`src/rtl/core/lsds_pkg.sv`:
```
`timescale 1ns / 1ps

package lsds_pkg;

    // Field and register widths
    localparam int RANGE_W   = 16;
    localparam int ENTRY_W   = RANGE_W + 1;   // bit 16 no_return, bits 15..0 range
    localparam int THR_W     = 16;
    localparam int SW_W      = 9;
    localparam int MIN_W     = 11;
    localparam int CFG_W     = 16;
    localparam int CFG_IDX_W = 2;
    localparam int DIR_W     = 2;
    localparam int CNT_W     = SW_W;          // finite samples in one sector
    localparam int SUM_W     = SW_W + RANGE_W; // sector sum, any 9-bit width

    // Scan length field of a job, wide enough for the largest buffer
    localparam int MAX_SAMPLES_DEF = 1024;
    localparam int JOB_LEN_W       = 13;

    // Register reset values
    localparam logic [THR_W-1:0] THR_RESET = THR_W'(350);
    localparam logic [SW_W-1:0]  SW_RESET  = SW_W'(110);
    localparam logic [MIN_W-1:0] MIN_RESET = MIN_W'(330);

    // Register indexes
    localparam logic [CFG_IDX_W-1:0] CFG_FRONT_THRESHOLD = 2'd0;
    localparam logic [CFG_IDX_W-1:0] CFG_SECTOR_WIDTH    = 2'd1;
    localparam logic [CFG_IDX_W-1:0] CFG_MIN_SAMPLES     = 2'd2;

    // Direction codes
    localparam logic [DIR_W-1:0] DIR_FORWARD = 2'd0;
    localparam logic [DIR_W-1:0] DIR_LEFT    = 2'd1;
    localparam logic [DIR_W-1:0] DIR_RIGHT   = 2'd2;
    localparam logic [DIR_W-1:0] DIR_UNKNOWN = 2'd3;

    // One finished scan handed from front to back
    typedef struct packed {
        logic [JOB_LEN_W-1:0] len;
        logic                 short_scan;
    } job_t;

    // Back-end status seen by the front and the top level
    typedef struct packed {
        logic sweeping;   // buffer is being read
        logic buf_free;   // buffer walk ends this cycle, no more reads
    } back_stat_t;

endpackage

```
`src/rtl/core/lsds_back.sv`:
```
`timescale 1ns / 1ps

module lsds_back #(
    parameter int MAX_SAMPLES = lsds_pkg::MAX_SAMPLES_DEF
) (
    input  logic                           aclk,
    input  logic                           aresetn,
    input  logic [lsds_pkg::THR_W-1:0]     front_threshold_mm,
    input  logic [lsds_pkg::SW_W-1:0]      sector_width,
    input  logic                           q_valid,
    input  lsds_pkg::job_t                 q_head,
    output logic                           q_pop,
    output logic                           buf_re,
    output logic [$clog2(MAX_SAMPLES)-1:0] buf_raddr,
    input  logic [lsds_pkg::ENTRY_W-1:0]   buf_rdata,
    output lsds_pkg::back_stat_t           bstat,
    output logic                           m_tvalid,
    input  logic                           m_tready,
    output logic [lsds_pkg::DIR_W-1:0]     direction,
    output logic [lsds_pkg::RANGE_W-1:0]   avg_left_mm,
    output logic [lsds_pkg::RANGE_W-1:0]   avg_front_mm,
    output logic [lsds_pkg::RANGE_W-1:0]   avg_right_mm
);
    import lsds_pkg::*;

    localparam int AW   = $clog2(MAX_SAMPLES);
    localparam int LW   = $clog2(MAX_SAMPLES + 1);
    localparam int PW   = ((LW > SW_W + 1) ? LW : SW_W + 1) + 2;
    localparam int STW  = $clog2(SUM_W);
    localparam int REM_W = CNT_W;

    typedef enum logic [4:0] {
        ST_IDLE   = 5'b00001,
        ST_SWEEP  = 5'b00010,
        ST_DIVLD  = 5'b00100,
        ST_DIVRUN = 5'b01000,
        ST_OUT    = 5'b10000
    } state_t;

    state_t               state_reg, state_next;
    logic [1:0]           k_reg, k_next;
    logic [LW-1:0]        len_reg, len_next;
    logic                 short_reg, short_next;
    logic [PW-1:0]        start_reg, start_next;
    logic [PW-1:0]        pos_reg, pos_next;
    logic [SW_W-1:0]      j_reg, j_next;
    logic                 rd_v_reg;
    logic [1:0]           rd_tag_reg;
    logic [SUM_W-1:0]     sum_reg [3];
    logic [CNT_W-1:0]     cnt_reg [3];
    logic [SUM_W-1:0]     dvd_reg, dvd_next;
    logic [REM_W-1:0]     rem_reg, rem_next;
    logic [STW-1:0]       step_reg, step_next;
    logic [RANGE_W-1:0]   avg_reg [3];
    logic                 out_valid_reg, out_valid_next;
    logic [DIR_W-1:0]     out_dir_reg;
    logic [RANGE_W-1:0]   out_l_reg, out_f_reg, out_r_reg;

    logic                 clear_acc;
    logic                 sector_end;
    logic                 issue;
    logic [PW-1:0]        next_start;
    logic [PW-1:0]        first_start;
    logic [REM_W:0]       trial;
    logic                 ge;
    logic [SUM_W-1:0]     quot;
    logic                 avg_we;
    logic [RANGE_W-1:0]   avg_val;
    logic                 out_load;
    logic [DIR_W-1:0]     dir_pick;

    // Sector walk: stop at the sector width or at the end of the scan
    assign sector_end  = (j_reg == sector_width) || (pos_reg >= PW'(len_reg));
    assign issue       = (state_reg == ST_SWEEP) && !sector_end;
    assign next_start  = start_reg + PW'(sector_width) + PW'(1);
    assign first_start = PW'(q_head.len[LW-1:2]);
    assign buf_re      = issue;
    assign buf_raddr   = pos_reg[AW-1:0];

    // One restoring division step
    assign trial = {rem_reg, dvd_reg[SUM_W-1]};
    assign ge    = (trial >= {1'b0, cnt_reg[k_reg]});
    assign quot  = {dvd_reg[SUM_W-2:0], ge};

    // Direction choice; ties go right, then forward, then left
    always_comb begin
        if (short_reg) begin
            dir_pick = DIR_UNKNOWN;
        end else if (avg_reg[1] <= front_threshold_mm) begin
            if (avg_reg[0] >= avg_reg[1] && avg_reg[0] >= avg_reg[2]) begin
                dir_pick = DIR_RIGHT;
            end else if (avg_reg[1] >= avg_reg[2] && avg_reg[1] >= avg_reg[0]) begin
                dir_pick = DIR_FORWARD;
            end else begin
                dir_pick = DIR_LEFT;
            end
        end else begin
            dir_pick = DIR_FORWARD;
        end
    end

    assign out_load = (state_reg == ST_OUT) && (!out_valid_reg || m_tready);

    // Sequencer
    always_comb begin
        state_next     = state_reg;
        k_next         = k_reg;
        len_next       = len_reg;
        short_next     = short_reg;
        start_next     = start_reg;
        pos_next       = pos_reg;
        j_next         = j_reg;
        dvd_next       = dvd_reg;
        rem_next       = rem_reg;
        step_next      = step_reg;
        q_pop          = 1'b0;
        clear_acc      = 1'b0;
        avg_we         = 1'b0;
        avg_val        = '0;
        bstat.buf_free = 1'b0;
        bstat.sweeping = (state_reg == ST_SWEEP);
        case (state_reg)
            ST_IDLE: begin
                if (q_valid) begin
                    q_pop      = 1'b1;
                    clear_acc  = 1'b1;
                    len_next   = q_head.len[LW-1:0];
                    short_next = q_head.short_scan;
                    start_next = first_start;
                    pos_next   = first_start;
                    j_next     = '0;
                    k_next     = 2'd0;
                    state_next = q_head.short_scan ? ST_OUT : ST_SWEEP;
                end
            end
            ST_SWEEP: begin
                if (sector_end) begin
                    if (k_reg == 2'd2) begin
                        bstat.buf_free = 1'b1;
                        k_next         = 2'd0;
                        state_next     = ST_DIVLD;
                    end else begin
                        k_next     = k_reg + 2'd1;
                        start_next = next_start;
                        pos_next   = next_start;
                        j_next     = '0;
                    end
                end else begin
                    pos_next = pos_reg + PW'(1);
                    j_next   = j_reg + SW_W'(1);
                end
            end
            ST_DIVLD: begin
                if (cnt_reg[k_reg] == '0) begin
                    avg_we  = 1'b1;
                    avg_val = '0;
                    if (k_reg == 2'd2) begin
                        state_next = ST_OUT;
                    end else begin
                        k_next = k_reg + 2'd1;
                    end
                end else begin
                    dvd_next   = sum_reg[k_reg];
                    rem_next   = '0;
                    step_next  = STW'(SUM_W - 1);
                    state_next = ST_DIVRUN;
                end
            end
            ST_DIVRUN: begin
                rem_next  = ge ? REM_W'(trial - {1'b0, cnt_reg[k_reg]}) : trial[REM_W-1:0];
                dvd_next  = quot;
                step_next = step_reg - STW'(1);
                if (step_reg == '0) begin
                    avg_we  = 1'b1;
                    avg_val = quot[RANGE_W-1:0];
                    if (k_reg == 2'd2) begin
                        state_next = ST_OUT;
                    end else begin
                        k_next     = k_reg + 2'd1;
                        state_next = ST_DIVLD;
                    end
                end
            end
            ST_OUT: begin
                if (out_load) begin
                    state_next = ST_IDLE;
                end
            end
            default: begin
                state_next = ST_IDLE;
            end
        endcase
    end

    always_ff @(posedge aclk) begin
        if (!aresetn) begin
            state_reg <= ST_IDLE;
            rd_v_reg  <= 1'b0;
        end else begin
            state_reg <= state_next;
            rd_v_reg  <= issue;
        end
    end

    always_ff @(posedge aclk) begin
        k_reg      <= k_next;
        len_reg    <= len_next;
        short_reg  <= short_next;
        start_reg  <= start_next;
        pos_reg    <= pos_next;
        j_reg      <= j_next;
        dvd_reg    <= dvd_next;
        rem_reg    <= rem_next;
        step_reg   <= step_next;
        rd_tag_reg <= k_reg;
    end

    // Accumulate finite samples in the cycle after their read
    always_ff @(posedge aclk) begin
        if (clear_acc) begin
            for (int s = 0; s < 3; s++) begin
                sum_reg[s] <= '0;
                cnt_reg[s] <= '0;
            end
        end else if (rd_v_reg && !buf_rdata[RANGE_W]) begin
            sum_reg[rd_tag_reg] <= sum_reg[rd_tag_reg] + SUM_W'(buf_rdata[RANGE_W-1:0]);
            cnt_reg[rd_tag_reg] <= cnt_reg[rd_tag_reg] + CNT_W'(1);
        end
    end

    // Sector averages; a short scan reports zeros
    always_ff @(posedge aclk) begin
        if (clear_acc) begin
            for (int s = 0; s < 3; s++) begin
                avg_reg[s] <= '0;
            end
        end else if (avg_we) begin
            avg_reg[k_reg] <= avg_val;
        end
    end

    // Output register
    always_comb begin
        out_valid_next = out_valid_reg;
        if (out_load) begin
            out_valid_next = 1'b1;
        end else if (m_tready) begin
            out_valid_next = 1'b0;
        end
    end

    always_ff @(posedge aclk) begin
        if (!aresetn) begin
            out_valid_reg <= 1'b0;
        end else begin
            out_valid_reg <= out_valid_next;
        end
    end

    always_ff @(posedge aclk) begin
        if (out_load) begin
            out_dir_reg <= dir_pick;
            out_r_reg   <= avg_reg[0];
            out_f_reg   <= avg_reg[1];
            out_l_reg   <= avg_reg[2];
        end
    end

    assign m_tvalid     = out_valid_reg;
    assign direction    = out_dir_reg;
    assign avg_left_mm  = out_l_reg;
    assign avg_front_mm = out_f_reg;
    assign avg_right_mm = out_r_reg;

endmodule

```
`config.mk`:
```
export PLATFORM = sky130hd
export DESIGN_NAME = lsds_back
export DESIGN_NICKNAME = d
export VERILOG_FILES = /design/src/rtl/core/lsds_pkg.sv /design/src/rtl/core/lsds_back.sv
export SDC_FILE = /design/constraint.sdc
export NUM_CORES = 1
export LEC_CHECK = 0
export BUFFER_PORTS_ARGS = -buffer_cell sky130_fd_sc_hd__buf_2
export CORE_MARGIN = 3
export CORE_UTILIZATION = 40
export DETAILED_ROUTE_END_ITERATION = 6
export PLACE_DENSITY = 0.56
export SYNTH_ARGS = -nofsm -noshare
export SYNTH_HDL_FRONTEND = slang
export SYNTH_SLANG_ARGS = --single-unit
```
`constraint.sdc`:
```
create_clock -name aclk -period 8 [get_ports aclk]
set_input_delay 1.6 -clock aclk [delete_from_list [all_inputs] [get_ports aclk]]
set_output_delay 1.6 -clock aclk [all_outputs]
set_load 0.01 [all_outputs]
```
== Yosys cells after proc, flatten, opt, wreduce, memory -nomap -nowiden ==
Memory sizes are Yosys's and may differ from the RTL's. A register that Yosys moved wholly into a read port is not among the register bits.
Index checks and enable logic that the tools add are counted.

* ROM bits: 0
* Latch bits: 0
* Register bits: 147
* Output and inout bits: 65
* Memories kept: 3
* Input port bits: 60
* Logic and storage cells: 146
* RAM bits: 150

* Order comparisons: 7
* Div/mod/pow operators: 0
* Add/subtract/negate cells: 9
* Reductions and logical operators: 25
* Multiplexer cells: 68
* Eq/ne operators: 17
* Bitwise operators: 0
* Multipliers: 0
* Shift-type cells: 0

{| class="wikitable"
|+ Memory list
! name !! depth !! width !! rd ports !! clocked after memory_dff !! write ports !! RTL line !! source
|-
| sum_reg || 3 || 25 || 2 || 2 || 3 || lsds_back.sv:49 || <nowiki>logic [SUM_W-1:0] sum_reg [3];</nowiki>
|-
| avg_reg || 3 || 16 || 3 || 0 || 3 || lsds_back.sv:54 || <nowiki>logic [RANGE_W-1:0] avg_reg [3];</nowiki>
|-
| cnt_reg || 3 || 9 || 2 || 2 || 3 || lsds_back.sv:50 || <nowiki>logic [CNT_W-1:0] cnt_reg [3];</nowiki>
|}

{| class="wikitable"
|+ Operators by type and width
! operator !! count
|-
| $ge A16 B16 Y1 || 4
|-
| $mux W9 || 6
|-
| $mux W13 || 4
|-
| $pmux W13 S2 || 2
|-
| $mux W25 || 2
|-
| $mux W5 || 10
|-
| $pmux W25 S2 || 1
|-
| $mux W16 || 3
|-
| $pmux W9 S2 || 2
|-
| $add A13 B1 Y13 const B || 2
|-
| $mux W2 || 13
|-
| $add A25 B16 Y25 || 1
|-
| $pmux W5 S5 || 1
|-
| $reduce_or A25 Y1 || 1
|-
| $mux W1 || 21
|-
| $add A9 B1 Y9 const B || 2
|-
| $le A16 B16 Y1 || 1
|-
| $reduce_or A16 Y1 || 1
|-
| $add A13 B9 Y13 || 1
|-
| $ge A13 B11 Y1 || 1
|-
| $ne A2 B2 Y1 const B || 6
|-
| $ge A10 B9 Y1 || 1
|-
| $pmux W5 S2 || 1
|-
| $eq A9 B9 Y1 || 1
|-
| other kinds (26) || 38
|}

== Logic depth before layout (Yosys ltp) ==
* Word-level depth: 8
* Mapped depth: 14
* Gate-level depth less buffers: 11

== Least setup slack after synthesis ==
No wires, ideal clock.

* Kind: input -> register
* From: input q_valid
* To: memory cnt_reg[3][0] (netlist name), enable pin
* Setup time: 511 ps
* Path slack: 2144 ps
* Data required time: 7489 ps
* Stages: 3
* Data arrival time: 5346 ps
* Path buffers: 0
* Path through: nand2_1 inv_2 nor4bb_1

{| class="wikitable"
|+ RTL lines
! what !! RTL line !! source
|-
| from (decl) || lsds_back.sv:10 || <nowiki>input logic q_valid,</nowiki>
|-
| to (decl) || lsds_back.sv:50 ||
|}

== Worst setup path after layout ==
* From: input sector_width[1] (netlist name)
* To: output buf_re

* Cells in the longest elaborated chain, start to end: 4

{| class="wikitable"
|+ RTL lines
! what !! RTL line !! source
|-
| from (decl) || lsds_back.sv:9 || <nowiki>input logic [lsds_pkg::SW_W-1:0] sector_width,</nowiki>
|-
| $eq A9 B9 Y1 || lsds_back.sv:73 || <nowiki>assign sector_end = (j_reg == sector_width) || (pos_reg >= PW'(len_reg));</nowiki>
|-
| $logic_or A1 B1 Y1 || lsds_back.sv:73 ||
|-
| $logic_not A1 Y1 || lsds_back.sv:74 || <nowiki>assign issue = (state_reg == ST_SWEEP) && !sector_end;</nowiki>
|-
| $logic_and A1 B1 Y1 || lsds_back.sv:74 ||
|-
| to (decl) || lsds_back.sv:13 || <nowiki>output logic buf_re,</nowiki>
|}

No other way between the ends.

==> summary.md <==
| Metric | Value |
|---|---|
| Vias in the first global route | `11700` |
| Status | `completed` |
| Core area | `43600 um^2` |
| HPWL after detailed placement | `just under 30 mm` |
| Tot Pwr | `between 0.005 and 0.006 W` |
| Count leader, synth | `edfxtp_1` |
| Row cnt | `76` |
| Net Sw Frac | `around a third` |
| CP max FO | `21` |
| P per Cell Area | `~290 nW/um^2` |
| DR vias/cell | `around 5.3` |
| Number of fill cells in the layout | `between 4000 and 5000` |
| Clock power share | `about 29%` |
| Ports | `about 130` |
| Max-cap violations | `0` |
| Gr usage total | `18.0%` |
| Hold Crit Class | `flip-flop to flip-flop` |
| Vias | `approximately 12000` |
| Clock root buffer | `clkbuf_16` |
| CTS Hold Bufs | `0` |
| Antenna diodes | `0` |
| Synth warnings | `0` |
| Post-synth EDFFs | `about 320` |
| CP startpoint kind | `input port` |
| Top cells by count, synth | `edfxtp_1, nor2_1, nand2_1, inv_1, ha_1` |
| First-pass GRT wire length | `around 66 mm` |
| Share of cells above drive strength 1 | `between 15 and 20%` |
| Peak supply drop | `between 150 and 200 uV` |
| Setup-failing EPs final | `0` |
| Clock Skew | `between 0.015 and 0.02 ns` |
| H-tree lvl count | `2` |
| DIE WIDTH | `218 um` |
| Worst slew margin relative to its limit | `approximately a quarter` |
| GRT overflow | `0` |
| Largest net degree at the start of global routing | `between 50 and 60` |
| Setup_tns | `0 ns` |
| Post-Syn Instances | `about 1500` |
| WP data required | `between 6 and 7 ns` |
| Synth Net Count | `between 1500 and 2000` |
| Clk Latency, worst-skew pair | `~0.55 ns` |
| Routed WL | `~42 mm` |
| Final Max Tran Viols | `0` |
| Data arrival time of the critical path | `3.97 ns` |
| Leak Pwr | `8.05 nW` |
| Sequential share of power | `between 40% and 50%` |
| Starting DRT DRC Count | `~760` |
| Mapped Area | `between 15000 and 20000 um^2` |
| Synth Area per Inst | `between 10 and 15 um^2` |
| Fin nets | `approximately 1800` |
| First-pass detailed-route iteration total | `5` |
| Element type at the critical path end | `output port` |
| Drt wl/cell | `roughly 19 um` |
| Synth top area cells | `edfxtp_1, mux4_2, ha_1` |
| Area leader, netlist | `edfxtp_1` |
| Worst-margin pin slew | `around 1.1 ns` |
| P_sw | `between 0.0015 and 0.002 W` |
| Post-CTS setup buffers | `0` |
| Share of the yosys chip area belonging to registers | `roughly 55%` |
| Synth top area share | `a little over half` |
| Crit Path Category | `input port to output port` |
| DRC | `0` |
| Max reg flops | `100` |
| Netlist cell types | `65` |
| Max clock buf depth | `3` |
| Post-CTS sizing | `0` |
| Total die area | `47400 um^2` |
| Fin crit share | `between 60% and 70%` |
| RSZ-0062 raised after global routing | `no` |
| Final hold vios | `0` |
| Seq cells post-synth | `333` |
| Ys async rst share | `0%` |
| Num CTS Buffers | `39` |
| Initial antenna violation count | `0` |
| Synthesis-to-finish area growth | `13.5%` |
| Top_reg_cell synth | `edfxtp_1` |
| Max Clk Rate | `around 180 MHz` |
| Clk sink count | `between 300 and 400` |
| GPL Wtd Cong | `roughly 0.84` |
| Gate power share | `~30%` |
| TritonCTS clock tree | `done` |
| P_int | `~0.004 W` |
| ANT nets after route | `0` |
| CTS clk-pin slew, worst paths | `0.06 ns` |
| PortBufs | `between 100 and 150` |
| Fin crit period | `5.57 ns` |
| Initial Util | `41.1%` |
| Die height | `between 200 and 250 um` |
[worst max-delay path: stages]
cell	delay, ns
buf_2	0.17
xor2_1	0.17
nor4_1	0.06
a31oi_1	0.17
o211a_1	0.69
nand2_1	0.57
inv_2	0.34
buf_2	0.18
[final timing paths]
| kind | start | endpoint | slack [ns] | cells past startpoint |
|---|---|---|---|---|
| max | sector_width[1] | buf_re | 2.43 | 8 |
| min | k_reg[1] | rd_tag_reg[1] | 0.45 | 0 |
| max reg2reg | flip-flop | rem_reg[4] | 3.49 | 11 |
| min reg2reg | k_reg[1] | rd_tag_reg[1] | 0.45 | 0 |
[metal layers]
layer | vias to the layer above | global-route usage [%] | wire length (um)
met2 | 255 | 29.8 | 19900
met4 | 0 | 5.70 | 981
li1 | 5649 | - | -
met1 | 5679 | 24.4 | 19200
met5 | - | 0 | 0
met3 | 61 | 2.98 | 2160
[cell usage in the layout (no fill, tap or decap), drive strengths merged, types with 4 or more instances in the layout]
cell	n
a211oi	14
a21o	13
a21oi	57
a31oi	14
and2	56
and3	11
buf	137
clkbuf	46
clkinv	18
dfxtp	11
edfxtp	322
ha	117
inv	124
mux2i	7
mux4	67
nand2	151
nand2b	13
nand3	28
nand4	25
nor2	165
nor2b	12
nor3	16
nor4	9
o211ai	6
o21a	4
o21ai	54
or3	6
or4	8
xnor2	27
xor2	41
[stage by stage]
step	instance area, um^2	std cells	setup WS (ns)	util [%]	hold slack, ns
after global routing	20300	2213	2.24	46.6	0.474
after CTS	20300	2213	2.43	46.6	0.452
after global placement	19100	2146	2.44	43.9	0.428
after detailed placement	19100	2146	2.43	43.9	0.435
after floorplan	17900	1481	2.14	-	0.392
final	20300	2213	2.43	46.6	0.448
[final cells by class]
cell class / instances / area [um^2] / area share (%)
Clock buffer: 46 / 1040 / 5.14
Clock inverter: 21 / 153 / 0.750
Inverter: 124 / 465 / 2.29
Multi-Input combinational cell: 967 / 7330 / 36.0
Sequential cell: 333 / 9890 / 48.6
Tap cell: 585 / 732 / 3.60
Timing Repair Buffer: 137 / 723 / 3.56
[cells by family after synthesis]
kind of cell	synth area share, %
AO/OA/AOI/OAI	6.46
XOR/XNOR	3.32
adder cells (fa/ha/maj)	8.51
buffers and inverters	4.06
flip-flops	55.2
multiplexers	9.00
AND/OR/NAND/NOR	13.4
[power by group through the flow]
stage          clock (W)  combinational, W  sequential [W]
6_report         0.00170           0.00174         0.00238
5_1_grt          0.00181           0.00195         0.00241
3_3_place_gp           0           0.00172         0.00241
4_1_cts          0.00174           0.00176         0.00238
3_5_place_dp           0           0.00175         0.00242
2_1_floorplan          0           0.00134         0.00231
Note: power is estimated with default switching activity, not from simulation.
