## src/rtl/core/lsds_pkg.sv

```systemverilog
`timescale 1ns / 1ps

package lsds_pkg;

    // Field and register widths
    localparam int RANGE_W   = 16;
    localparam int ENTRY_W   = RANGE_W + 1;   // bit 16 no_return, bits 15..0 range
    localparam int THR_W     = 16;
    localparam int SW_W      = 9;
    localparam int MIN_W     = 11;
    localparam int CFG_W     = 16;
    localparam int CFG_IDX_W = 2;
    localparam int DIR_W     = 2;
    localparam int CNT_W     = SW_W;          // finite samples in one sector
    localparam int SUM_W     = SW_W + RANGE_W; // sector sum, any 9-bit width

    // Scan length field of a job, wide enough for the largest buffer
    localparam int MAX_SAMPLES_DEF = 1024;
    localparam int JOB_LEN_W       = 13;

    // Register reset values
    localparam logic [THR_W-1:0] THR_RESET = THR_W'(350);
    localparam logic [SW_W-1:0]  SW_RESET  = SW_W'(110);
    localparam logic [MIN_W-1:0] MIN_RESET = MIN_W'(330);

    // Register indexes
    localparam logic [CFG_IDX_W-1:0] CFG_FRONT_THRESHOLD = 2'd0;
    localparam logic [CFG_IDX_W-1:0] CFG_SECTOR_WIDTH    = 2'd1;
    localparam logic [CFG_IDX_W-1:0] CFG_MIN_SAMPLES     = 2'd2;

    // Direction codes
    localparam logic [DIR_W-1:0] DIR_FORWARD = 2'd0;
    localparam logic [DIR_W-1:0] DIR_LEFT    = 2'd1;
    localparam logic [DIR_W-1:0] DIR_RIGHT   = 2'd2;
    localparam logic [DIR_W-1:0] DIR_UNKNOWN = 2'd3;

    // One finished scan handed from front to back
    typedef struct packed {
        logic [JOB_LEN_W-1:0] len;
        logic                 short_scan;
    } job_t;

    // Back-end status seen by the front and the top level
    typedef struct packed {
        logic sweeping;   // buffer is being read
        logic buf_free;   // buffer walk ends this cycle, no more reads
    } back_stat_t;

endpackage

```

## src/rtl/core/lsds_queue.sv

```systemverilog
`timescale 1ns / 1ps

module lsds_queue (
    input  logic           aclk,
    input  logic           aresetn,
    input  logic           push,
    input  lsds_pkg::job_t push_job,
    output logic           full,
    input  logic           pop,
    output logic           valid,
    output lsds_pkg::job_t head
);
    import lsds_pkg::*;

    job_t       slot_reg [2];
    logic       wr_ptr_reg, wr_ptr_next;
    logic       rd_ptr_reg, rd_ptr_next;
    logic [1:0] fill_reg, fill_next;

    // Pointer and fill bookkeeping
    always_comb begin
        wr_ptr_next = wr_ptr_reg;
        rd_ptr_next = rd_ptr_reg;
        fill_next   = fill_reg;
        if (push) begin
            wr_ptr_next = ~wr_ptr_reg;
        end
        if (pop) begin
            rd_ptr_next = ~rd_ptr_reg;
        end
        if (push && !pop) begin
            fill_next = fill_reg + 2'd1;
        end else if (pop && !push) begin
            fill_next = fill_reg - 2'd1;
        end
    end

    always_ff @(posedge aclk) begin
        if (!aresetn) begin
            wr_ptr_reg <= 1'b0;
            rd_ptr_reg <= 1'b0;
            fill_reg   <= 2'd0;
        end else begin
            wr_ptr_reg <= wr_ptr_next;
            rd_ptr_reg <= rd_ptr_next;
            fill_reg   <= fill_next;
        end
    end

    // Store the pushed job
    always_ff @(posedge aclk) begin
        if (push) begin
            slot_reg[wr_ptr_reg] <= push_job;
        end
    end

    assign full  = fill_reg[1];
    assign valid = (fill_reg != 2'd0);
    assign head  = slot_reg[rd_ptr_reg];

endmodule

```

## config.mk

```make
export PLATFORM = sky130hd
export DESIGN_NAME = lsds_queue
export DESIGN_NICKNAME = d
export VERILOG_FILES = /design/src/rtl/core/lsds_pkg.sv /design/src/rtl/core/lsds_queue.sv
export SDC_FILE = /design/constraint.sdc
export NUM_CORES = 1
export LEC_CHECK = 0
export ABC_AREA = 1
export BUFFER_PORTS_ARGS = -buffer_cell sky130_fd_sc_hd__buf_2
export CAP_MARGIN = 5
export CORE_ASPECT_RATIO = 1.75
export CORE_MARGIN = 4
export CORE_UTILIZATION = 54
export CTS_BUF_LIST = sky130_fd_sc_hd__clkbuf_8 sky130_fd_sc_hd__clkbuf_16
export CTS_CLUSTER_SIZE = 20
export DETAILED_ROUTE_END_ITERATION = 6
export GPL_TIMING_DRIVEN = 0
export PLACE_DENSITY_LB_ADDON = 0.05
export SYNTH_ARGS = -nofsm -noshare
export SYNTH_HDL_FRONTEND = slang
export SYNTH_SLANG_ARGS = --single-unit
```

## constraint.sdc

```tcl
create_clock -name aclk -period 2.4 [get_ports aclk]
set_input_delay 0.12 -clock aclk [delete_from_list [all_inputs] [get_ports aclk]]
set_output_delay 0.12 -clock aclk [all_outputs]
set_load 0.05 [all_outputs]
```

# Word-level counts from Yosys, hierarchy flattened
# Memory sizes are Yosys's and may differ from the RTL's. A register that Yosys moved wholly into a read port is not among the register bits.
# Index checks and enable logic that the tools add are counted.
# word_totals
memories	1
wordCells	20
inputBits	18
ff_bits	4
ram_bits	28
# op_classes
bitwise	2
mux	6
add_sub_neg	2
n_reduce_logical	6
# memory_table
name	words	width	read_ports	rd_ports_with_merged_regs	wr	line_no	source
slot_reg	2	14	1	1	1	lsds_queue.sv:15	job_t slot_reg [2];
# op_table
operator	count
2-to-1 mux 1 bit	4
2-to-1 mux 2 bit	2
nonzero test 2 bit	2
adder 2 x 1 -> 2 bit (second input constant)	1
logical AND 1 bit	2
zero test 1 bit	2
inverter 1 bit	2
subtractor 2 x 1 -> 2 bit (second input constant)	1

# Depth between registers and ports, before layout
# Gate-level depths: netlist of the first run.
# logic_depth
word_depth	4
ltp_mapped	8
depth_no_buf	8

# Worst setup path before layout of the first run
# No wires, ideal clock.
# synth_timing
path_kind	register to register
startpoint	reg wr_ptr_reg
endpoint	mem slot_reg[0][0] (netlist name) (enable)
path_buffers	0
arrival_ns	0.935
path_stages_with_launch	2
path_slack_ns	1.080
path_cell_list	dfxtp_1 > nor2_1
# synth_rtl
item	line_no	source
start, declared	lsds_queue.sv:16	logic wr_ptr_reg, wr_ptr_next;
start signal, assigned	lsds_queue.sv:44	wr_ptr_reg <= wr_ptr_next;
end, declared	lsds_queue.sv:15	
# No word-level cell before the write port.

==> impl_metrics.py, run 1 <==
metrics = {
    "status": {
        "outcome": "completed",
    },
    "clocking": {
        "cts_setup_buffers": 0,
        "cts-resized-gates": 0,
        "worstSkewPairLatency_ns": 0.28,
        "clkSinkCount": 33,
        "cts_tree": "built",
        "htree_levels": 2,
        "clk_pin_slew_ns": 0.06,
        "cts_buffers": 5,
        "clockBufferDepth": 2,
        "holdBufCountCts": 0,
        "root_buffer": "clkbuf_8",
    },
    "sta": {
        "rsz0062_at_grt": "false",
        "min_period_ns": 1.572,
        "slew_headroom_pct": 24.71,
        "setup_viol": 0,
        "worst_clock_skew_ns": 0.008268,
        "finalCritPeriodShare_pct": 65.48,
        "tns_ns": 0,
        "fmax_ghz": 0.6363,
        "final-hold-violation-count": 0,
        "slew_violations": 0,
        "worstMarginPinSlew_ns": 1.125,
    },
    "synthesis": {
        "synthCells": 77,
        "synth_fa_ha_area_share_pct": 1.014,
        "synth_common_cells": "edfxtp_1, mux2_2, nand2_1",
        "yosysSeqAreaShare_pct": 76.27,
        "synth-simple-area-share_pct": 5.781,
        "synth_cell_types": 12,
        "synth_top_family_by_area": "multiplexers",
        "yosys_warnings": 0,
        "ys_async_sr_fraction_pct": 0,
        "yosys-top-cells-area": "edfxtp_1, mux2_2, dfxtp_1, nand2_1, inv_1",
        "syn_avg_cell_area_um2": 16.02,
        "synth-edff-count": 28,
        "synth_top_area_share_pct": 68.15,
        "synth-xor-area-share_pct": 0,
        "synthMuxAreaShare_pct": 12.78,
        "synth.largest_area_cell": "edfxtp_1",
        "synth_flop_cell": "edfxtp_1",
        "synth.most_common_cell": "edfxtp_1",
        "synth_compound_area_share_pct": 0.8114,
        "netlist_area_um2": 1234,
        "synth-seq-cells": 33,
        "syn-num-nets": 96,
    },
    "power": {
        "max-vdd-ir-drop_v": 0.0005528,
        "p_switching_mw": 0.3350,
        "sw_frac_of_total_pct": 26.88,
        "leakage_nw": 0.6349,
        "p_total_mw": 1.246,
        "power_density_nw_per_um2": 825.8,
        "p_seq_share_pct": 53.8,
        "intPower_mw": 0.9111,
        "clockPowerShare_pct": 29.7,
        "p_comb_share_pct": 16.6,
    },
    "grt": {
        "grt_pass1_wl_um": 3236,
        "grt_max_degree": 15,
        "grt_overflow": 0,
        "grt_pass1_vias": 763,
        "antenna_found_initial": 0,
        "track_usage_pct": 14.82,
    },
    "layout": {
        "fin_nets": 136,
        "area.growth.synth_to_final_pct": 22.31,
        "largest_reg_flops": 28,
        "fill_cells": 160,
        "drive_gt1_share_pct": 44.92,
        "num_antenna_cells": 0,
    },
    "placement": {
        "port-buffer-count": 33,
        "dp_hpwl_um": 1408,
        "place_congestion": 0.5897,
    },
    "floorplan": {
        "io_pins": 34,
        "coreArea_um2": 2147,
        "start_util_pct": 57.46,
        "dieArea_um2": 3143,
        "die_x_um": 44.13,
        "die_height_um": 71.23,
        "row_count": 22,
    },
    "drt": {
        "drtIter0Drc": 23,
        "routed_wl_um": 1919,
        "drc": 0,
        "drt_pass1_iterations": 4,
        "post_drt_wl_per_cell_um": 13.51,
        "vias": 724,
        "drtAntennaViolNets": 0,
        "vias_per_cell": 5.099,
    },
    "setup_path": {
        "critical_path_class": "reg2out",
        "start_kind": "flip-flop",
        "reg2reg_depth": 1,
        "r2r_end": "slot_reg[0][9]",
        "worstReg2RegStart": "wr_ptr_reg",
        "endpoint_kind": "output pin",
        "reg2reg_slack_ns": 0.85,
        "arrival_ns": 1.45,
        "path_max_fanout": 10,
        "crit_required_ns": 2.28,
    },
    "hold_path": {
        "holdCritPathClass": "in2reg",
        "min_to": "slot_reg[1][3]",
        "hold_path.startpoint": "push_job[3]",
        "hold_depth": 1,
    },
    "job": {
        "drv_cap": 0,
    },
}
[per-layer routing]
layer / up-vias / share of wire [%] / global-route usage [%]
li1: 352 / - / -
met1: 342 / 35 / 15.09
met2: 23 / 54 / 23.54
met3: 7 / 8.2 / 6.533
met4: 0 / 2.8 / 10.07
met5: - / 0 / 0
[worst max path at each step]
| stage | startpoint | end | slack (ns) | cells past startpoint |
|---|---|---|---|---|
| finish | flip-flop | head[1] | 0.83 | 3 |
| global route | wr_ptr_reg | slot_reg[0][11] | 0.69 | 1 |
| CTS | wr_ptr_reg | slot_reg[0][9] | 0.80 | 1 |
| detailed placement | wr_ptr_reg | slot_reg[0][2] | 0.81 | 1 |
| global placement | wr_ptr_reg | slot_reg[0][5] | 0.77 | 1 |
| floorplan | wr_ptr_reg | slot_reg[0][0] | 1.08 | 1 |
[cells by family after synthesis]
group / after synthesis
AND/OR/NAND/NOR: 18
adder cells (fa/ha/maj): 1
flip-flops: 33
buffers and inverters: 9
AO/OA/AOI/OAI: 2
multiplexers: 14
[power groups by stage]
stage	Combinational [mW]	Sequential, mW	Clock [mW]
4_1_cts	0.209	0.671	0.375
3_3_place_gp	0.204	0.680	0
6_report	0.206	0.670	0.370
3_5_place_dp	0.209	0.682	0
5_1_grt	0.222	0.672	0.413
2_1_floorplan	0.149	0.687	0
[critical path: stages (launching register included)]
cell	delay (ns)
dfxtp_1	0.43
buf_6	0.19
mux2_2	0.35
buf_2	0.21
[placed cells by master (no fill, tap or decap)]
cell type,n
nand3_1,1
clkinv_1,1
clkbuf_8,5
nand2_1,9
buf_6,1
buf_2,33
o21ai_0,1
nor2_1,7
inv_1,10
mux2_2,14
ha_1,1
nand4_1,1
a21oi_1,1
edfxtp_1,28
dfxtp_1,5
[metrics by stage]
stage          utilization [%]  area (µm²)  worst slack [ns]  instances  hold slack, ns
6_report                 70.28        1509            0.8284        142         0.02593
4_1_cts                  70.28        1509            0.8000        142         0.02181
2_1_floorplan                -        1234             1.080         77          0.2189
3_5_place_dp             66.55        1429            0.8065        134          0.3127
5_1_grt                  70.28        1509            0.6888        142         0.01566
3_3_place_gp             66.55        1429            0.7708        134          0.3075
[cell type report]
type | instances | area [µm²] | area share [%]
Timing Repair Buffer | 33 | 165.2 | 10.95
Clock buffer | 5 | 68.82 | 4.561
Sequential cell | 33 | 940.9 | 62.35
Clock inverter | 3 | 11.26 | 0.7463
Inverter | 8 | 30.03 | 1.990
Tap cell | 24 | 30.03 | 1.990
Buffer | 1 | 11.26 | 0.7463
Multi-Input combinational cell | 35 | 251.5 | 16.67
(Power assumes the default switching activity.)
==> run 2, diff against run 1 <==
- ABC_AREA: 1 -> 0
- CORE_UTILIZATION: 54 -> 45
- clock period: 2.4 -> 1.27 ns (I/O delays scaled with it)
==> impl_metrics.py, run 2 <==
metrics = {
    "sta": {
        "final-hold-violation-count": 0,
        "setup_viol": 14,
        "fmax_ghz": 0.7105,
        "rsz0062_at_grt": "true",
        "slew_violations": 0,
        "worstMarginPinSlew_ns": 0.4466,
        "min_period_ns": 1.407,
        "setup_ws_ns": -0.1374,
        "finalCritPeriodShare_pct": 110.8,
        "worst_clock_skew_ns": 0.006458,
        "fin_worst_hold_slack_ns": 0.04833,
        "slew_headroom_pct": 70.16,
    },
    "synthesis": {
        "synth_top_area_share_pct": 68.99,
        "synth-seq-cells": 33,
        "ys_async_sr_fraction_pct": 0,
        "synth-edff-count": 28,
        "synthCells": 64,
        "synth_common_cells": "edfxtp_1, mux2_2, dfxtp_1",
        "synth.most_common_cell": "edfxtp_1",
        "syn-num-nets": 83,
        "yosys-top-cells-area": "edfxtp_1, mux2_2, dfxtp_1, and2_1, xor2_1",
        "synth.largest_area_cell": "edfxtp_1",
        "synth_cell_types": 15,
        "synth_flop_cell": "edfxtp_1",
        "yosys_warnings": 0,
        "netlist_area_um2": 1219,
        "syn_avg_cell_area_um2": 19.04,
        "yosysSeqAreaShare_pct": 77.21,
    },
    "status": {
        "outcome": "complete, but fails checks",
        "violations": "negative setup slack",
    },
    "grt": {
        "grt_overflow": 0,
        "grt_pass1_vias": 826,
        "antenna_found_initial": 0,
        "grt_max_degree": 16,
        "grt_pass1_wl_um": 3588,
        "track_usage_pct": 14.48,
    },
    "layout": {
        "seqCellArea_um2": 944.7,
        "final_common_cell": "edfxtp_1",
        "finish.instance_area_um2": 1892,
        "multiInputGateArea_um2": 320.3,
        "fin_nets": 141,
        "area.growth.synth_to_final_pct": 55.24,
        "largest_reg_flops": 28,
        "final_util_pct": 74.12,
        "fill_cells": 170,
        "num_antenna_cells": 0,
        "drive_gt1_share_pct": 51.22,
        "layout.cells.non_filler": 149,
        "layout_common_cells": "edfxtp_1, buf_2, dlygate4sd3_1",
    },
    "job": {
        "drv_cap": 0,
    },
    "drt": {
        "drtIter0Drc": 6,
        "vias": 733,
        "top_layer_used": "met4",
        "dr_wl_met3_um": 139,
        "route.met2.wl_um": 1284,
        "post_drt_wl_per_cell_um": 15.02,
        "wl_met1_um": 774,
        "drc": 0,
        "drtAntennaViolNets": 0,
        "routed_wl_um": 2238,
        "drt_pass1_iterations": 4,
        "vias_per_cell": 4.919,
    },
    "floorplan": {
        "start_util_pct": 47.75,
        "dieArea_um2": 3638,
        "die_height_um": 76.84,
        "coreArea_um2": 2552,
        "row_count": 24,
        "die_x_um": 47.34,
        "io_pins": 34,
    },
    "setup_path": {
        "arrival_ns": 1.34,
        "start_kind": "flip-flop",
        "endpoint_kind": "output pin",
        "path_max_fanout": 5,
        "crit_required_ns": 1.21,
        "critical_path_class": "reg2out",
    },
    "clocking": {
        "clk_pin_slew_ns": 0.06,
        "root_buffer": "clkbuf_8",
        "cts_buffers": 5,
        "worstSkewPairLatency_ns": 0.28,
        "htree_levels": 2,
        "clockBufferDepth": 2,
        "cts_tree": "built",
        "clkSinkCount": 33,
    },
    "power": {
        "leakage_nw": 0.7831,
        "p_total_mw": 2.638,
        "power_density_nw_per_um2": 1394,
        "max-vdd-ir-drop_v": 0.001470,
    },
    "hold_path": {
        "holdCritPathClass": "in2reg",
    },
    "placement": {
        "post_dp_cell_area_um2": 1419,
        "place_congestion": 0.6004,
        "dp_cells": 123,
        "port-buffer-count": 33,
    },
}
-- run 2: cell count changes after synthesis, sizes merged, moves of 2 or more --
cell | before | now
nand2 | 9 | 0
inv | 8 | 1
nor2 | 7 | 0
and2 | 0 | 4
nor2b | 0 | 2
xor2 | 0 | 2
-- run 2: through the flow --
| step | setup slack (ns) | setup TNS (ns) |
|---|---|---|
| after floorplan | 0.1540 | 0 |
| after global placement | -0.04413 | -0.9875 |
| final | -0.1374 | -1.129 |
| after global routing | -0.1843 | -1.751 |
| after CTS | -0.1523 | -1.730 |
| after detailed placement | -0.05597 | -1.593 |
-- run 2: repair_timing --
action / in CTS / in global routing
pin swaps: 0 / 0
gates cloned: 1 / 0
hold endpoints to repair: 28 / 0
setup endpoints to repair: 42 / 14
hold buffers: 14 / 0
setup buffers: 3 / 1
gates resized for setup: 55 / 4
-- run 2: cells by family after synthesis --
| kind of cell | after synthesis | share of synthesized area (%) |
|---|---|---|
| buffers and inverters | 2 | 0.9240 |
| AO/OA/AOI/OAI | 3 | 1.643 |
| multiplexers | 14 | 12.94 |
| flip-flops | 33 | 77.21 |
| XOR/XNOR | 3 | 2.156 |
| adder cells (fa/ha/maj) | 1 | 1.027 |
| AND/OR/NAND/NOR | 8 | 4.107 |
-- run 2: final timing paths --
kind                                  endpoint   startpoint  depth (start not counted)  slack (ns)
worst max-delay path                   head[2]    flip-flop                          4       -0.14
worst min-delay path                 flip-flop      aresetn                          2        0.05
worst max register to register  slot_reg[1][5]   wr_ptr_reg                          1        0.17
worst min register to register     fill_reg[1]  fill_reg[1]                          2        0.50
-- run 2: final cells by class --
type,instances,area share [%]
clock inverters,3,0.7275
well taps,26,1.720
flip-flops and latches,33,49.93
repair buffers,51,26.06
inverters,1,0.1984
clock buffers,5,3.638
plain buffers,1,0.7937
multi-input cells,29,16.93
-- run 2: metal layers --
metal,track usage (%),up-vias
li1,-,355
met1,13.51,351
met2,25.00,22
met3,6.089,5
met4,6.648,0
met5,0,-
-- run 2: critical path: stages (launching register included) --
cell     delay (ns)
dfxtp_4        0.36
buf_12         0.12
buf_8          0.12
mux2_4         0.30
buf_8          0.15
-- run 2: where the power goes --
group | leakage [nW] | internal, mW | switching [mW]
clock | 0.0491 | 0.370 | 0.337
sequential | 0.305 | 1.25 | 0.0299
combinational | 0.429 | 0.312 | 0.342
total | 0.783 | 1.93 | 0.708
==> run 3, diff against run 2 <==
- PLACE_DENSITY: default -> 0.73
- PLACE_DENSITY_LB_ADDON: 0.05 -> default
==> impl_metrics.py, run 3 (synthesis results as in run 2) <==
metrics = {
    "clocking": {
        "root_buffer": "clkbuf_8",
        "clockBufferDepth": 2,
        "clk_pin_slew_ns": 0.06,
        "clkSinkCount": 33,
        "cts_tree": "built",
        "worstSkewPairLatency_ns": 0.28,
        "cts_buffers": 5,
        "htree_levels": 2,
    },
    "power": {
        "max-vdd-ir-drop_v": 0.001057,
        "clockPowerShare_pct": 27.1,
        "sw_frac_of_total_pct": 27.41,
        "power_density_nw_per_um2": 1402,
        "intPower_mw": 1.924,
        "leakage_nw": 0.7812,
        "p_switching_mw": 0.7268,
        "p_comb_share_pct": 24.6,
        "p_seq_share_pct": 48.2,
    },
    "sta": {
        "slew_violations": 0,
        "finalCritPeriodShare_pct": 107.3,
        "worstMarginPinSlew_ns": 0.4506,
        "setup_ws_ns": -0.09294,
        "fmax_ghz": 0.7337,
        "fin_worst_hold_slack_ns": 0.03341,
        "slew_headroom_pct": 69.89,
        "final-hold-violation-count": 0,
        "min_period_ns": 1.363,
        "rsz0062_at_grt": "true",
        "setup_viol": 13,
        "worst_clock_skew_ns": 0.001634,
    },
    "grt": {
        "grt_pass1_vias": 740,
        "antenna_found_initial": 0,
        "grt_overflow": 0,
        "grt_pass1_wl_um": 3270,
        "track_usage_pct": 13.09,
        "grt_max_degree": 16,
    },
    "floorplan": {
        "row_count": 24,
        "die_x_um": 47.34,
        "io_pins": 34,
        "coreArea_um2": 2552,
        "start_util_pct": 47.75,
        "die_height_um": 76.84,
        "dieArea_um2": 3638,
    },
    "setup_path": {
        "reg2reg_depth": 1,
        "endpoint_kind": "output pin",
        "start_kind": "flip-flop",
        "critical_path_class": "reg2out",
        "path_max_fanout": 6,
        "r2r_end": "slot_reg[1][1]",
        "worstReg2RegStart": "wr_ptr_reg",
        "reg2reg_slack_ns": 0.16,
        "arrival_ns": 1.30,
        "crit_required_ns": 1.21,
    },
    "drt": {
        "drtAntennaViolNets": 0,
        "drtIter0Drc": 11,
        "drc": 0,
        "routed_wl_um": 2351,
        "vias_per_cell": 5.013,
        "vias": 747,
        "post_drt_wl_per_cell_um": 15.78,
        "drt_pass1_iterations": 2,
    },
    "status": {
        "violations": "negative setup slack",
        "outcome": "complete, but fails checks",
    },
    "layout": {
        "fin_nets": 141,
        "layout.cells.non_filler": 149,
        "num_antenna_cells": 0,
        "area.growth.synth_to_final_pct": 55.13,
        "drive_gt1_share_pct": 50.41,
        "layout_common_cells": "edfxtp_1, buf_2, buf_8, dlygate4sd3_1, mux2_4",
        "largest_reg_flops": 28,
        "final_common_cell": "edfxtp_1",
        "fill_cells": 151,
    },
    "placement": {
        "dp_cells": 123,
        "place_congestion": 0.5783,
        "port-buffer-count": 33,
        "dp_hpwl_um": 1375,
    },
    "hold_path": {
        "min_to": "wr_ptr_reg",
        "hold_depth": 2,
        "holdCritPathClass": "in2reg",
        "hold_path.startpoint": "aresetn",
    },
    "job": {
        "drv_cap": 0,
    },
}
run 3: power by group through the flow:
stage | clock, mW | combinational, mW | sequential, mW
after floorplan | 0 | 0.324 | 1.30
after global placement | 0 | 0.436 | 1.29
after detailed placement | 0 | 0.444 | 1.30
after CTS | 0.736 | 0.544 | 1.28
after global routing | 0.777 | 0.687 | 1.29
final | 0.720 | 0.653 | 1.28
run 3: routing by layer:
metal,wire length (µm),global-route usage (%),vias up,part of all wire [%]
li1,-,-,358,-
met1,839,12.73,354,36
met2,1254,21.51,28,53
met3,196,5.386,7,8.3
met4,61,7.479,0,2.6
met5,0,0,-,0
run 3: what timing repair did:
action / CTS / global route
endpoints found under the setup margin: 42 / 13
hold endpoints to repair: 28 / 0
buffers inserted: 0 / 3
gates resized for setup: 31 / 29
pin swaps: 0 / 0
gates cloned: 0 / 1
hold buffers: 14 / 0
run 3: worst max-delay path by stage:
stage | startpoint | endpoint | slack [ns] | cells past startpoint
global route | flip-flop | head[6] | -0.13 | 3
floorplan | wr_ptr_reg | slot_reg[0][0] | 0.15 | 1
detailed placement | wr_ptr_reg | slot_reg[0][6] | -0.05 | 1
finish | flip-flop | head[5] | -0.09 | 3
global placement | wr_ptr_reg | slot_reg[0][6] | -0.03 | 1
CTS | flip-flop | head[6] | -0.13 | 3
run 3: metrics by stage:
step                power, mW  setup TNS (ns)  utilization, %  instance area (µm²)  setup WS [ns]
global placement        1.727         -0.4063           55.59                 1419       -0.02902
detailed placement      1.741          -1.322           55.59                 1419       -0.04977
floorplan               1.629               0               -                 1221         0.1540
CTS                     2.556          -1.196           67.94                 1734        -0.1252
finish                  2.651         -0.9139           74.07                 1891       -0.09294
global route            2.750          -1.352           74.07                 1891        -0.1279
run 3: final cells by class:
cell class	instances	area [µm²]	area share, %
inverters	1	3.754	0.1985
well taps	26	32.53	1.721
repair buffers	51	489.2	25.88
clock inverters	3	12.51	0.6618
multi-input cells	29	324.1	17.14
flip-flops and latches	33	944.7	49.97
plain buffers	1	15.01	0.7942
clock buffers	5	68.82	3.640
run 3: critical path, stage by stage, from the launching register on:
cell and delay, ns:
dfxtp_4 0.40, clkbuf_16 0.16, mux2_4 0.31, buf_8 0.15
